--- src/rtl/bprd_pkg.sv ---
package bprd_pkg;

    // Sizing of the per-button state table.
    localparam int NUM_CONTROLLERS = 4;
    localparam int NUM_BUTTONS     = 16;
    localparam int SLOT_COUNT      = NUM_CONTROLLERS * NUM_BUTTONS;
    localparam int SLOT_W          = (SLOT_COUNT > 1) ? $clog2(SLOT_COUNT) : 1;

    // Field widths.
    localparam int CTRL_W   = 2;
    localparam int BTN_W    = 4;
    localparam int AMT_W    = 8;
    localparam int TIME_W   = 48;
    localparam int DELAY_W  = 24;
    localparam int KIND_W   = 2;
    localparam int CFG_IDX_W  = 2;
    localparam int CFG_DATA_W = 24;
    localparam int S_TDATA_W  = 64;
    localparam int M_TDATA_W  = 16;

    // Reset values of the configuration registers.
    localparam logic [AMT_W-1:0]   THRESHOLD_RST     = AMT_W'(30);
    localparam logic [DELAY_W-1:0] INIT_DELAY_RST    = '0;
    localparam logic [DELAY_W-1:0] REPEAT_DELAY_RST  = '0;

    // Configuration register indexes.
    typedef enum logic [CFG_IDX_W-1:0] {
        CFG_PRESS_THRESHOLD      = 2'd0,
        CFG_INITIAL_REPEAT_DELAY = 2'd1,
        CFG_REPEAT_DELAY         = 2'd2
    } cfg_idx_t;

    // Event kinds.
    typedef enum logic [KIND_W-1:0] {
        KIND_PRESSED  = 2'd0,
        KIND_RELEASED = 2'd1,
        KIND_REPEAT   = 2'd2
    } kind_t;

    // One table entry per controller and button.
    typedef struct packed {
        logic [TIME_W-1:0] due;
        logic [AMT_W-1:0]  prev;
    } entry_t;

    localparam int ENTRY_W = $bits(entry_t);

    // Configuration as seen by the update logic.
    typedef struct packed {
        logic [AMT_W-1:0]   threshold;
        logic [DELAY_W-1:0] init_delay;
        logic [DELAY_W-1:0] repeat_delay;
    } cfg_t;

    // Decision of the update logic for one sample.
    typedef struct packed {
        logic   fire;
        kind_t  kind;
        entry_t wr_entry;
    } decision_t;

    // True when the sample addresses an existing controller and button.
    function automatic logic in_range(input logic [CTRL_W-1:0] ctrl,
                                      input logic [BTN_W-1:0] btn);
        return (int'(ctrl) < NUM_CONTROLLERS) && (int'(btn) < NUM_BUTTONS);
    endfunction

    // Table address of a controller and button.
    function automatic logic [SLOT_W-1:0] slot_of(input logic [CTRL_W-1:0] ctrl,
                                                  input logic [BTN_W-1:0] btn);
        return SLOT_W'(int'(ctrl) * NUM_BUTTONS + int'(btn));
    endfunction

endpackage

--- src/rtl/button_press_repeat_detector_top.sv ---
// Button press and auto-repeat detector. Each input transaction is one sample of one
// button; the block keeps the last amount and the next repeat time of every button in
// a small table memory and emits a pressed, released or repeat event when one is due,
// or nothing. It takes one sample every clock cycle unless held off: the table is read on
// the accepting edge and written back when the sample leaves the update stage, and a
// write-back forwarding register covers back-to-back samples of the same button. An event
// is loaded into the output register when its sample leaves the update stage. Input is
// held off only when a sample that produces an event finds the output register full and
// not being drained. The table starts cleared after reset with no clearing pass. The user
// must make configuration writes only while idle; the block itself does not enforce it.
module button_press_repeat_detector_top (
    input  logic                                aclk,
    input  logic                                aresetn,
    // Configuration write port.
    input  logic                                cfg_wr_en,
    input  logic [bprd_pkg::CFG_IDX_W-1:0]      cfg_addr,
    input  logic [bprd_pkg::CFG_DATA_W-1:0]     cfg_wdata,
    // Sample input.
    input  logic                                s_tvalid,
    output logic                                s_tready,
    // [1:0] controller_index, [5:2] button_index, [13:6] amount, [61:14] current_time
    input  logic [bprd_pkg::S_TDATA_W-1:0]      s_tdata,
    // Event output.
    output logic                                m_tvalid,
    input  logic                                m_tready,
    // [1:0] event_controller, [5:2] event_button, [13:6] event_amount
    output logic [bprd_pkg::M_TDATA_W-1:0]      m_tdata,
    // [1:0] event_kind
    output logic [bprd_pkg::KIND_W-1:0]         m_tuser
);
    import bprd_pkg::*;

    localparam int BTN_LO  = CTRL_W;
    localparam int AMT_LO  = BTN_LO + BTN_W;
    localparam int TIME_LO = AMT_LO + AMT_W;
    localparam int OUT_W   = CTRL_W + BTN_W + AMT_W;

    // Configuration registers.
    cfg_t cfg_reg;

    // Sample fields.
    logic [CTRL_W-1:0] in_ctrl;
    logic [BTN_W-1:0]  in_btn;
    logic [AMT_W-1:0]  in_amt;
    logic [TIME_W-1:0] in_time;

    // Update stage.
    logic              st1_valid_reg;
    logic              st1_valid_next;
    logic              st1_inrange_reg;
    logic [CTRL_W-1:0] st1_ctrl_reg;
    logic [BTN_W-1:0]  st1_btn_reg;
    logic [AMT_W-1:0]  st1_amt_reg;
    logic [TIME_W-1:0] st1_time_reg;
    logic [SLOT_W-1:0] st1_slot_reg;

    // Output register.
    logic              m_valid_reg;
    logic              m_valid_next;
    kind_t             m_kind_reg;
    logic [CTRL_W-1:0] m_ctrl_reg;
    logic [BTN_W-1:0]  m_btn_reg;
    logic [AMT_W-1:0]  m_amt_reg;

    logic              in_acc;
    logic              out_free;
    logic              st1_adv;
    logic              wr_en;
    entry_t            rd_entry;
    decision_t         dec;

    assign in_ctrl = s_tdata[CTRL_W-1:0];
    assign in_btn  = s_tdata[AMT_LO-1:BTN_LO];
    assign in_amt  = s_tdata[TIME_LO-1:AMT_LO];
    assign in_time = s_tdata[TIME_LO+TIME_W-1:TIME_LO];

    // Configuration writes; an index beyond the list is ignored.
    always_ff @(posedge aclk) begin
        if (!aresetn) begin
            cfg_reg.threshold    <= THRESHOLD_RST;
            cfg_reg.init_delay   <= INIT_DELAY_RST;
            cfg_reg.repeat_delay <= REPEAT_DELAY_RST;
        end else if (cfg_wr_en) begin
            case (cfg_idx_t'(cfg_addr))
                CFG_PRESS_THRESHOLD:      cfg_reg.threshold    <= cfg_wdata[AMT_W-1:0];
                CFG_INITIAL_REPEAT_DELAY: cfg_reg.init_delay   <= cfg_wdata[DELAY_W-1:0];
                CFG_REPEAT_DELAY:         cfg_reg.repeat_delay <= cfg_wdata[DELAY_W-1:0];
                default: ;
            endcase
        end
    end

    // Flow control: the update stage moves on unless its event meets a full output.
    assign out_free = !m_valid_reg || m_tready;
    assign st1_adv  = st1_valid_reg && (!dec.fire || out_free);
    assign s_tready = !st1_valid_reg || st1_adv;
    assign in_acc   = s_tvalid && s_tready;
    assign wr_en    = st1_adv && st1_inrange_reg;

    assign st1_valid_next = in_acc || (st1_valid_reg && !st1_adv);

    always_comb begin
        if (st1_adv && dec.fire) begin
            m_valid_next = 1'b1;
        end else if (m_tready) begin
            m_valid_next = 1'b0;
        end else begin
            m_valid_next = m_valid_reg;
        end
    end

    always_ff @(posedge aclk) begin
        if (!aresetn) begin
            st1_valid_reg <= 1'b0;
            m_valid_reg   <= 1'b0;
        end else begin
            st1_valid_reg <= st1_valid_next;
            m_valid_reg   <= m_valid_next;
        end
    end

    // Capture the sample while its table entry is being read.
    always_ff @(posedge aclk) begin
        if (in_acc) begin
            st1_inrange_reg <= in_range(in_ctrl, in_btn);
            st1_ctrl_reg    <= in_ctrl;
            st1_btn_reg     <= in_btn;
            st1_amt_reg     <= in_amt;
            st1_time_reg    <= in_time;
            st1_slot_reg    <= slot_of(in_ctrl, in_btn);
        end
    end

    bprd_store u_store (
        .aclk     (aclk),
        .aresetn  (aresetn),
        .rd_en    (in_acc),
        .rd_slot  (slot_of(in_ctrl, in_btn)),
        .wr_en    (wr_en),
        .wr_slot  (st1_slot_reg),
        .wr_entry (dec.wr_entry),
        .rd_entry (rd_entry)
    );

    bprd_event u_event (
        .cfg          (cfg_reg),
        .active       (st1_inrange_reg),
        .amount       (st1_amt_reg),
        .current_time (st1_time_reg),
        .entry        (rd_entry),
        .dec          (dec)
    );

    // Load the output register with a new event.
    always_ff @(posedge aclk) begin
        if (st1_adv && dec.fire) begin
            m_kind_reg <= dec.kind;
            m_ctrl_reg <= st1_ctrl_reg;
            m_btn_reg  <= st1_btn_reg;
            m_amt_reg  <= st1_amt_reg;
        end
    end

    assign m_tvalid = m_valid_reg;
    assign m_tuser  = m_kind_reg;
    assign m_tdata  = {{(M_TDATA_W - OUT_W){1'b0}}, m_amt_reg, m_btn_reg, m_ctrl_reg};

    // A stalled update stage keeps its sample.
    a_st1_hold: assert property (@(posedge aclk) disable iff (!aresetn)
        (st1_valid_reg && !st1_adv) |=> (st1_valid_reg && $stable(st1_slot_reg)))
        else $error("update stage lost its sample while stalled");

    // An event leaving the update stage shows up in the output register.
    a_out_load: assert property (@(posedge aclk) disable iff (!aresetn)
        (st1_adv && dec.fire) |=> (m_valid_reg && (m_tuser == $past(dec.kind))))
        else $error("event not loaded into the output register");

    // A repeat needs a held button.
    a_repeat_held: assert property (@(posedge aclk) disable iff (!aresetn)
        (st1_valid_reg && dec.fire && (dec.kind == KIND_REPEAT))
            |-> (st1_amt_reg > cfg_reg.threshold))
        else $error("repeat event for a button that is not pressed");

    // A sample for a missing controller or button changes nothing.
    a_out_of_range: assert property (@(posedge aclk) disable iff (!aresetn)
        (st1_valid_reg && !st1_inrange_reg) |-> (!dec.fire && !wr_en))
        else $error("out of range sample produced an event or a write");

endmodule

--- src/rtl/bprd_ram.sv ---
module bprd_ram #(
    parameter int WIDTH = 8,
    parameter int DEPTH = 64
) (
    input  logic                                    aclk,
    input  logic                                    we,
    input  logic [((DEPTH > 1) ? $clog2(DEPTH) : 1)-1:0] waddr,
    input  logic [WIDTH-1:0]                        wdata,
    input  logic                                    re,
    input  logic [((DEPTH > 1) ? $clog2(DEPTH) : 1)-1:0] raddr,
    output logic [WIDTH-1:0]                        rdata
);

    logic [WIDTH-1:0] mem [DEPTH];

    // Single write port, registered read port; a read at the written address returns old data.
    always_ff @(posedge aclk) begin
        if (we) begin
            mem[waddr] <= wdata;
        end
        if (re) begin
            rdata <= mem[raddr];
        end
    end

endmodule

--- src/rtl/bprd_store.sv ---
module bprd_store (
    input  logic                    aclk,
    input  logic                    aresetn,
    input  logic                    rd_en,
    input  logic [bprd_pkg::SLOT_W-1:0] rd_slot,
    input  logic                    wr_en,
    input  logic [bprd_pkg::SLOT_W-1:0] wr_slot,
    input  bprd_pkg::entry_t        wr_entry,
    output bprd_pkg::entry_t        rd_entry
);
    import bprd_pkg::*;

    logic [ENTRY_W-1:0]    ram_rdata;
    logic [SLOT_W-1:0]     rd_slot_reg;
    logic [SLOT_COUNT-1:0] valid_reg;
    logic                  fwd_valid_reg;
    logic [SLOT_W-1:0]     fwd_slot_reg;
    entry_t                fwd_entry_reg;

    bprd_ram #(
        .WIDTH (ENTRY_W),
        .DEPTH (SLOT_COUNT)
    ) u_ram (
        .aclk  (aclk),
        .we    (wr_en),
        .waddr (wr_slot),
        .wdata (wr_entry),
        .re    (rd_en),
        .raddr (rd_slot),
        .rdata (ram_rdata)
    );

    // Remember which slot the pending read data belongs to.
    always_ff @(posedge aclk) begin
        if (rd_en) begin
            rd_slot_reg <= rd_slot;
        end
    end

    // Written-once flags stand in for clearing the table at reset.
    always_ff @(posedge aclk) begin
        if (!aresetn) begin
            valid_reg <= '0;
        end else if (wr_en) begin
            valid_reg[wr_slot] <= 1'b1;
        end
    end

    // Keep the latest write; it covers a read issued on the same edge as that write.
    always_ff @(posedge aclk) begin
        if (!aresetn) begin
            fwd_valid_reg <= 1'b0;
        end else if (wr_en) begin
            fwd_valid_reg <= 1'b1;
        end
    end

    always_ff @(posedge aclk) begin
        if (wr_en) begin
            fwd_slot_reg  <= wr_slot;
            fwd_entry_reg <= wr_entry;
        end
    end

    // Forwarded data first, then stored data, then the reset value.
    always_comb begin
        if (fwd_valid_reg && (fwd_slot_reg == rd_slot_reg)) begin
            rd_entry = fwd_entry_reg;
        end else if (valid_reg[rd_slot_reg]) begin
            rd_entry = entry_t'(ram_rdata);
        end else begin
            rd_entry = '0;
        end
    end

endmodule

--- src/rtl/bprd_event.sv ---
module bprd_event (
    input  bprd_pkg::cfg_t                     cfg,
    input  logic                               active,
    input  logic [bprd_pkg::AMT_W-1:0]         amount,
    input  logic [bprd_pkg::TIME_W-1:0]        current_time,
    input  bprd_pkg::entry_t                   entry,
    output bprd_pkg::decision_t                dec
);
    import bprd_pkg::*;

    logic               pressed;
    logic               was_pressed;
    logic               due_now;
    logic [DELAY_W-1:0] delay;
    logic [TIME_W:0]    due_sum;
    logic [TIME_W-1:0]  due_next;

    assign pressed     = amount > cfg.threshold;
    assign was_pressed = entry.prev > cfg.threshold;
    assign due_now     = entry.due <= current_time;

    // A press schedules the first repeat, a repeat the next one.
    assign delay    = (pressed != was_pressed) ? cfg.init_delay : cfg.repeat_delay;
    assign due_sum  = {1'b0, current_time} + {{(TIME_W + 1 - DELAY_W){1'b0}}, delay};
    assign due_next = due_sum[TIME_W] ? {TIME_W{1'b1}} : due_sum[TIME_W-1:0];

    // Edge detection against the stored amount, then the repeat timer.
    always_comb begin
        dec.fire          = 1'b0;
        dec.kind          = KIND_PRESSED;
        dec.wr_entry.prev = amount;
        dec.wr_entry.due  = entry.due;
        if (active) begin
            if (pressed != was_pressed) begin
                dec.fire = 1'b1;
                if (pressed) begin
                    dec.kind         = KIND_PRESSED;
                    dec.wr_entry.due = due_next;
                end else begin
                    dec.kind = KIND_RELEASED;
                end
            end else if (pressed && due_now) begin
                dec.fire         = 1'b1;
                dec.kind         = KIND_REPEAT;
                dec.wr_entry.due = due_next;
            end
        end
    end

endmodule

--- config.mk ---
export PLATFORM = sky130hd
export DESIGN_NAME = button_press_repeat_detector_top
export DESIGN_NICKNAME = d
export VERILOG_FILES = /design/src/rtl/bprd_pkg.sv /design/src/rtl/button_press_repeat_detector_top.sv /design/src/rtl/bprd_ram.sv /design/src/rtl/bprd_store.sv /design/src/rtl/bprd_event.sv
export SDC_FILE = /design/constraint.sdc
export NUM_CORES = 2
export LEC_CHECK = 0
export BUFFER_PORTS_ARGS = -buffer_cell sky130_fd_sc_hd__buf_4
export CORE_MARGIN = 3
export CORE_UTILIZATION = 45
export CTS_BUF_LIST = sky130_fd_sc_hd__clkbuf_8
export DETAILED_ROUTE_END_ITERATION = 7
export GPL_TIMING_DRIVEN = 0
export PLACE_DENSITY = 0.66
export SYNTH_ARGS = -nofsm -noshare
export SYNTH_HDL_FRONTEND = slang
export SYNTH_SLANG_ARGS = --single-unit
--- constraint.sdc ---
create_clock -name aclk -period 18.02 [get_ports aclk]
set_input_delay 0.901 -clock aclk [delete_from_list [all_inputs] [get_ports aclk]]
set_output_delay 0.901 -clock aclk [all_outputs]
set_load 0.02 [all_outputs]
---- Word-level counts from Yosys, hierarchy flattened ----
Memory sizes are Yosys's and may differ from the RTL's. A register that Yosys moved wholly into a read port is not among the register bits.
Cells that the tools add are included.
cells by class
  reductions and logical operators ........ 20
  order comparisons ....................... 5
  multiplexer cells ....................... 16
  equal/unequal tests ..................... 4
  bitwise gates (word level) .............. 1
  add/subtract/negate cells ............... 2
operators by type and width
  kind                                                  count
  two-way mux 56 bit                                    2
  two-way mux 51 bit                                    2
  two-way mux 48 bit                                    2
  OR 64 bit                                             1
  adder 48 x 24 -> 49 bit                               1
  <= comparator 48 bit                                  1
  two-way mux 24 bit                                    1
  > comparator 8 bit                                    2
  logical AND 1 bit                                     7
  < comparator 6 x 7 -> 1 bit (second input constant)   1
  two-way mux 1 bit                                     7
  adder 6 x 4 -> 6 bit                                  1
  binary-select mux 1 bit (select 6 bit)                1
  demux 1 bit (select 6 bit)                            1
  equality test 6 bit                                   1
  >= comparator 6 x 1 -> 1 bit (second input constant)  1
  AND reduction 2 bit                                   3
  logical NOT 1 bit                                     4
  logical OR 1 bit                                      4
  equality test 2 x 1 -> 1 bit (second input constant)  1
  equality test 2 bit (second input constant)           1
  logical NOT 2 bit                                     1
  nonzero test 2 bit                                    1
  != test 1 bit                                         1
storage, ports and cells
  memories kept ........................... 1
  bits in registers ....................... 269
  input port bits ......................... 95
  RAM bits ................................ 3584
  word-level logic and storage cells ...... 68
  output and inout port bits .............. 20
memory list
  memory             depth  bits a word  read ports  clocked after memory_dff  write ports  RTL line        source
  u_store.u_ram.mem  64     56           1           1                         1            bprd_ram.sv:14  logic [WIDTH-1:0] mem [DEPTH];

---- Logic depth before layout (Yosys ltp) ----
  depth after elaboration ................. 17
  gate-level depth with buffers ........... 33
  mapped depth without buffers ............ 26

---- Cells and area by module ----
Synthesis repeated with hierarchy kept, for this count alone.
second synthesis, totals
  cells, all modules ...................... 7564
  area, all modules ....................... 153606.1 µm²
modules (own cells, without submodules)
  module                            cells each  sequential area each (µm²)  area an instance (µm²)  times used
  bprd_ram                          5949        109304.8                    137544.4                1
  bprd_store                        648         3343.2                      6650.1                  1
  bprd_event                        659         0.0                         4797.1                  1
  button_press_repeat_detector_top  308         3503.4                      4614.4                  1

---- Worst setup path after synthesis ----
OpenSTA, ideal clock, no wires.
  path kind ............................... register to register
  start ................................... register, netlist name st1_btn_reg[1]
  end ..................................... register st1_amt_reg[0] (enable)
  arrival ................................. 12.156 ns
  setup slack ............................. 5.088 ns
  cell stages (with the launch flop) ...... 19
  setup time .............................. 0.777 ns
  buffers on the path ..................... 3
  data required time ...................... 17.243 ns
  clock period less this slack ............ 12.932 ns
  path through ............................ edfxtp_1 buf_4 mux4_2 mux2i_1 o22ai_1 a21oi_1 a31oi_1 buf_2 buf_4 a22o_1 ha_1 nand4_1 nor4_2 and3_1 a2111oi_0 and2_1 a211oi_2 nor2_1 a21boi_0
RTL lines
  what                    RTL line                                 source
  end signal: assignment  button_press_repeat_detector_top.sv:128  st1_amt_reg <= in_amt;
  end: declaration        button_press_repeat_detector_top.sv:53   logic [AMT_W-1:0] st1_amt_reg;

==> results.py <==
metrics = {
    "worst_setup_path": {
        "end_kind": "flip-flop",
        "r2r_start": "st1_btn_reg[2]$_DFFE_PP_",
        "required_ns": 18.99,
        "rr_endpoint": "u_store.u_ram.mem[56][22]$_DFFE_PP_",
        "r2r_slack_ns": 5.99,
        "cpPeakStageDelay_ns": 1.11,
        "crit_family": "compound AO/OA/AOI/OAI gates",
        "crit_fanout": 33,
        "path_class": "flip-flop to flip-flop",
        "critPathBufInv": 8,
        "slowest_stage": "clkbuf_1",
        "crit_path_start_kind": "flip-flop",
        "arrival_ns": 13.00,
        "reg2reg_depth": 29,
    },
    "sta": {
        "layout_min_cycle_time_ns": 12.03,
        "report.final.slew_viol_count": 10,
        "tightest_slew_ns": 1.50,
        "fmax_mhz": 83.1,
        "finClkSkew_ns": 0.0612,
        "whs_ns": 0.151,
        "min_period_over_period": 0.668,
        "maxSlewHeadroom": -0.000779,
        "setup_ws_ns": 5.99,
        "final-setup-viol-count": 0,
        "rsz0062_at_grt": "false",
        "hold_violations": 0,
        "final.setup.tns_ns": 0,
    },
    "synth": {
        "synthMuxAreaShare": 0.177,
        "synthFlopType": "edfxtp_1",
        "synth-seq-area-share": 0.766,
        "ys_ff_latch": 3903,
        "synth_xor_area_frac": 0.00295,
        "synthTopCellsByCount": "edfxtp_1 (3780), mux4_2 (1177), nand2_1 (286)",
        "synthAdderAreaFrac": 0.00748,
        "synthesis.instances": 6566,
        "yosysMostFrequentCell": "edfxtp_1",
        "synthDominantCellAreaShare": 0.749,
        "synth_top_family_by_area": "multiplexers",
        "synth_cell_types": 74,
        "synth_area_per_cell_sq_um": 23.1,
        "synth_edf_count": 3780,
        "yosys.area_share.simple": 0.0148,
        "yosys_warnings": 0,
        "ys_async_sr_fraction": 0,
        "synth-compound-area-share": 0.0196,
        "syn_area_sq_mm": 0.151,
        "synth_top_area_cell": "edfxtp_1",
        "synth_area_leaders": "edfxtp_1 (75%), mux4_2 (17%), dfxtp_1 (1.6%), ha_1 (0.74%), nand2_1 (0.71%)",
    },
    "power": {
        "power.total_mw": 18.7,
        "power_density_mw_per_mm2": 105,
        "vdd.ir_drop.worst_uv": 78.9,
        "power.leakage_nw": 58.3,
    },
    "clock_network": {
        "clock_path_buffers": 4,
        "cts.repair.resized": 0,
        "ctsRootBufferMaster": "clkbuf_8",
        "clock_sinks": 3903,
        "cts-htree-levels": 6,
        "clk_pin_slew_ns": 0.06,
        "clock_latency_ns": 1.18,
        "cts_setup_buffers": 0,
        "cts_inserted_buffers": 612,
        "postCtsHoldBufs": 82,
        "cts_tree": "done",
    },
    "global_route": {
        "antenna_found_initial": 21,
        "grt_first_pass_wirelength_um": 608000,
        "grt_pass1_vias": 79092,
        "grt.total_usage": 0.253,
        "grt_max_degree": 66,
        "overflow": 0,
    },
    "cells_and_area": {
        "final_nets": 8176,
        "largest_reg_flops": 3584,
        "drive_gt1_frac": 0.349,
        "area.growth.synth_to_final_pct": 17.9,
    },
    "die": {
        "die_w_um": 586,
        "core_sq_mm": 0.334,
        "rows": 212,
        "ios": 115,
        "dieArea_sq_mm": 0.344,
        "dieHeight_um": 586,
        "start_util": 0.453,
    },
    "min_path": {
        "whs_endpoint": "cfg_reg[21]$_SDFFE_PN0P_",
        "hp-start": "cfg_wdata[21]",
        "hold_depth": 3,
        "hp-class": "input pin to flip-flop",
    },
    "run_status": {
        "failed_checks": "capacitance limit, slew limit",
        "outcome": "finished with violations",
    },
    "run": {
        "drv_cap": 1,
    },
    "detailed_routing": {
        "vias_per_cell": 6.15,
        "drt-wirelength-per-cell_um": 33.9,
        "dr.pass1.iters": 6,
        "vias": 79257,
        "postRouteAntennaNets": 0,
        "drt_wl_total_um": 436000,
        "route.detailed.drc": 0,
        "drt-initial-drc-count": 11589,
    },
    "placed_design": {
        "portBuffers": 109,
        "post-place-ws_ns": 6.19,
        "place_congestion": 0.863,
        "hpwlAfterDp_um": 312000,
    },
}
## worst max path at each step
stage,startpoint,end,cells after the start
floorplan,st1_btn_reg[1]$_DFFE_PP_,st1_amt_reg[0]$_DFFE_PP_,18
global placement,st1_btn_reg[2]$_DFFE_PP_,st1_time_reg[25]$_DFFE_PP_,16
detailed placement,st1_btn_reg[2]$_DFFE_PP_,u_store.u_ram.mem[62][22]$_DFFE_PP_,29
CTS,st1_btn_reg[2]$_DFFE_PP_,u_store.u_ram.mem[43][22]$_DFFE_PP_,29
global route,st1_btn_reg[2]$_DFFE_PP_,u_store.u_ram.mem[43][22]$_DFFE_PP_,29
finish,st1_btn_reg[2]$_DFFE_PP_,u_store.u_ram.mem[56][22]$_DFFE_PP_,29
## placed cells by master, fill, tap and decap left out, types with 50 or more instances in the layout
master / netlist / layout
inv_1: 67 / 282
ha_1: 89 / 89
clkbuf_8: 0 / 623
a22o_1: 55 / 55
clkbuf_1: 197 / 175
dfxtp_1: 123 / 123
mux4_2: 1177 / 1177
dlygate4sd3_1: 0 / 82
nor3_2: 1 / 67
clkinv_1: 0 / 117
a21boi_0: 51 / 50
o31ai_1: 69 / 69
buf_2: 106 / 107
clkinv_2: 0 / 53
nand2_1: 286 / 286
buf_4: 19 / 179
edfxtp_1: 3780 / 3780
buf_6: 8 / 467
## metrics by stage
stage / util / area [sq um] / instances
global route: 0.534 / 179000 / 12870
CTS: 0.534 / 178000 / 12838
global placement: 0.472 / 158000 / 11063
finish: 0.534 / 179000 / 12885
floorplan: - / 151000 / 6567
detailed placement: 0.499 / 167000 / 11682
## worst min-delay path, delay by kind of cell
kind	cells	cell delay (ns)
AND/OR/NAND/NOR	1	0.08
buffers and inverters	1	0.20
AO/OA/AOI/OAI	1	0.07
## cells by family after synthesis
group	Yosys count
flops	3903
fa+ha+maj	90
xor+xnor	51
other cells	1
buf+inv	437
mux	1207
simple gates	497
compound gates	380
## power by group
group          internal [mW]  switching (mW)  total, mW
clock                   3.38            3.48       6.86
sequential              10.3          0.0388       10.3
combinational          0.529           0.946       1.48
## layer usage
layer  up-vias  wire length, um  track usage
li1      31060                -            -
met1     42320           160000        0.341
met2      5057           207000        0.396
met3       814            47500       0.0589
met4         6            21300        0.117
met5         -               36     0.000140
## cell type report
| class | instances | area (sq um) |
|---|---|---|
| Antenna cell | 47 | 118 |
| Buffer | 369 | 1680 |
| Clock buffer | 623 | 8570 |
| Clock inverter | 451 | 2400 |
| Fill cell | 24949 | 156000 |
| Inverter | 68 | 258 |
| Multi-Input combinational cell | 2227 | 34600 |
| Sequential cell | 3903 | 116000 |
| Tap cell | 4387 | 5490 |
| Timing Repair Buffer | 810 | 9470 |
Power figures use the tool's default switching activity.
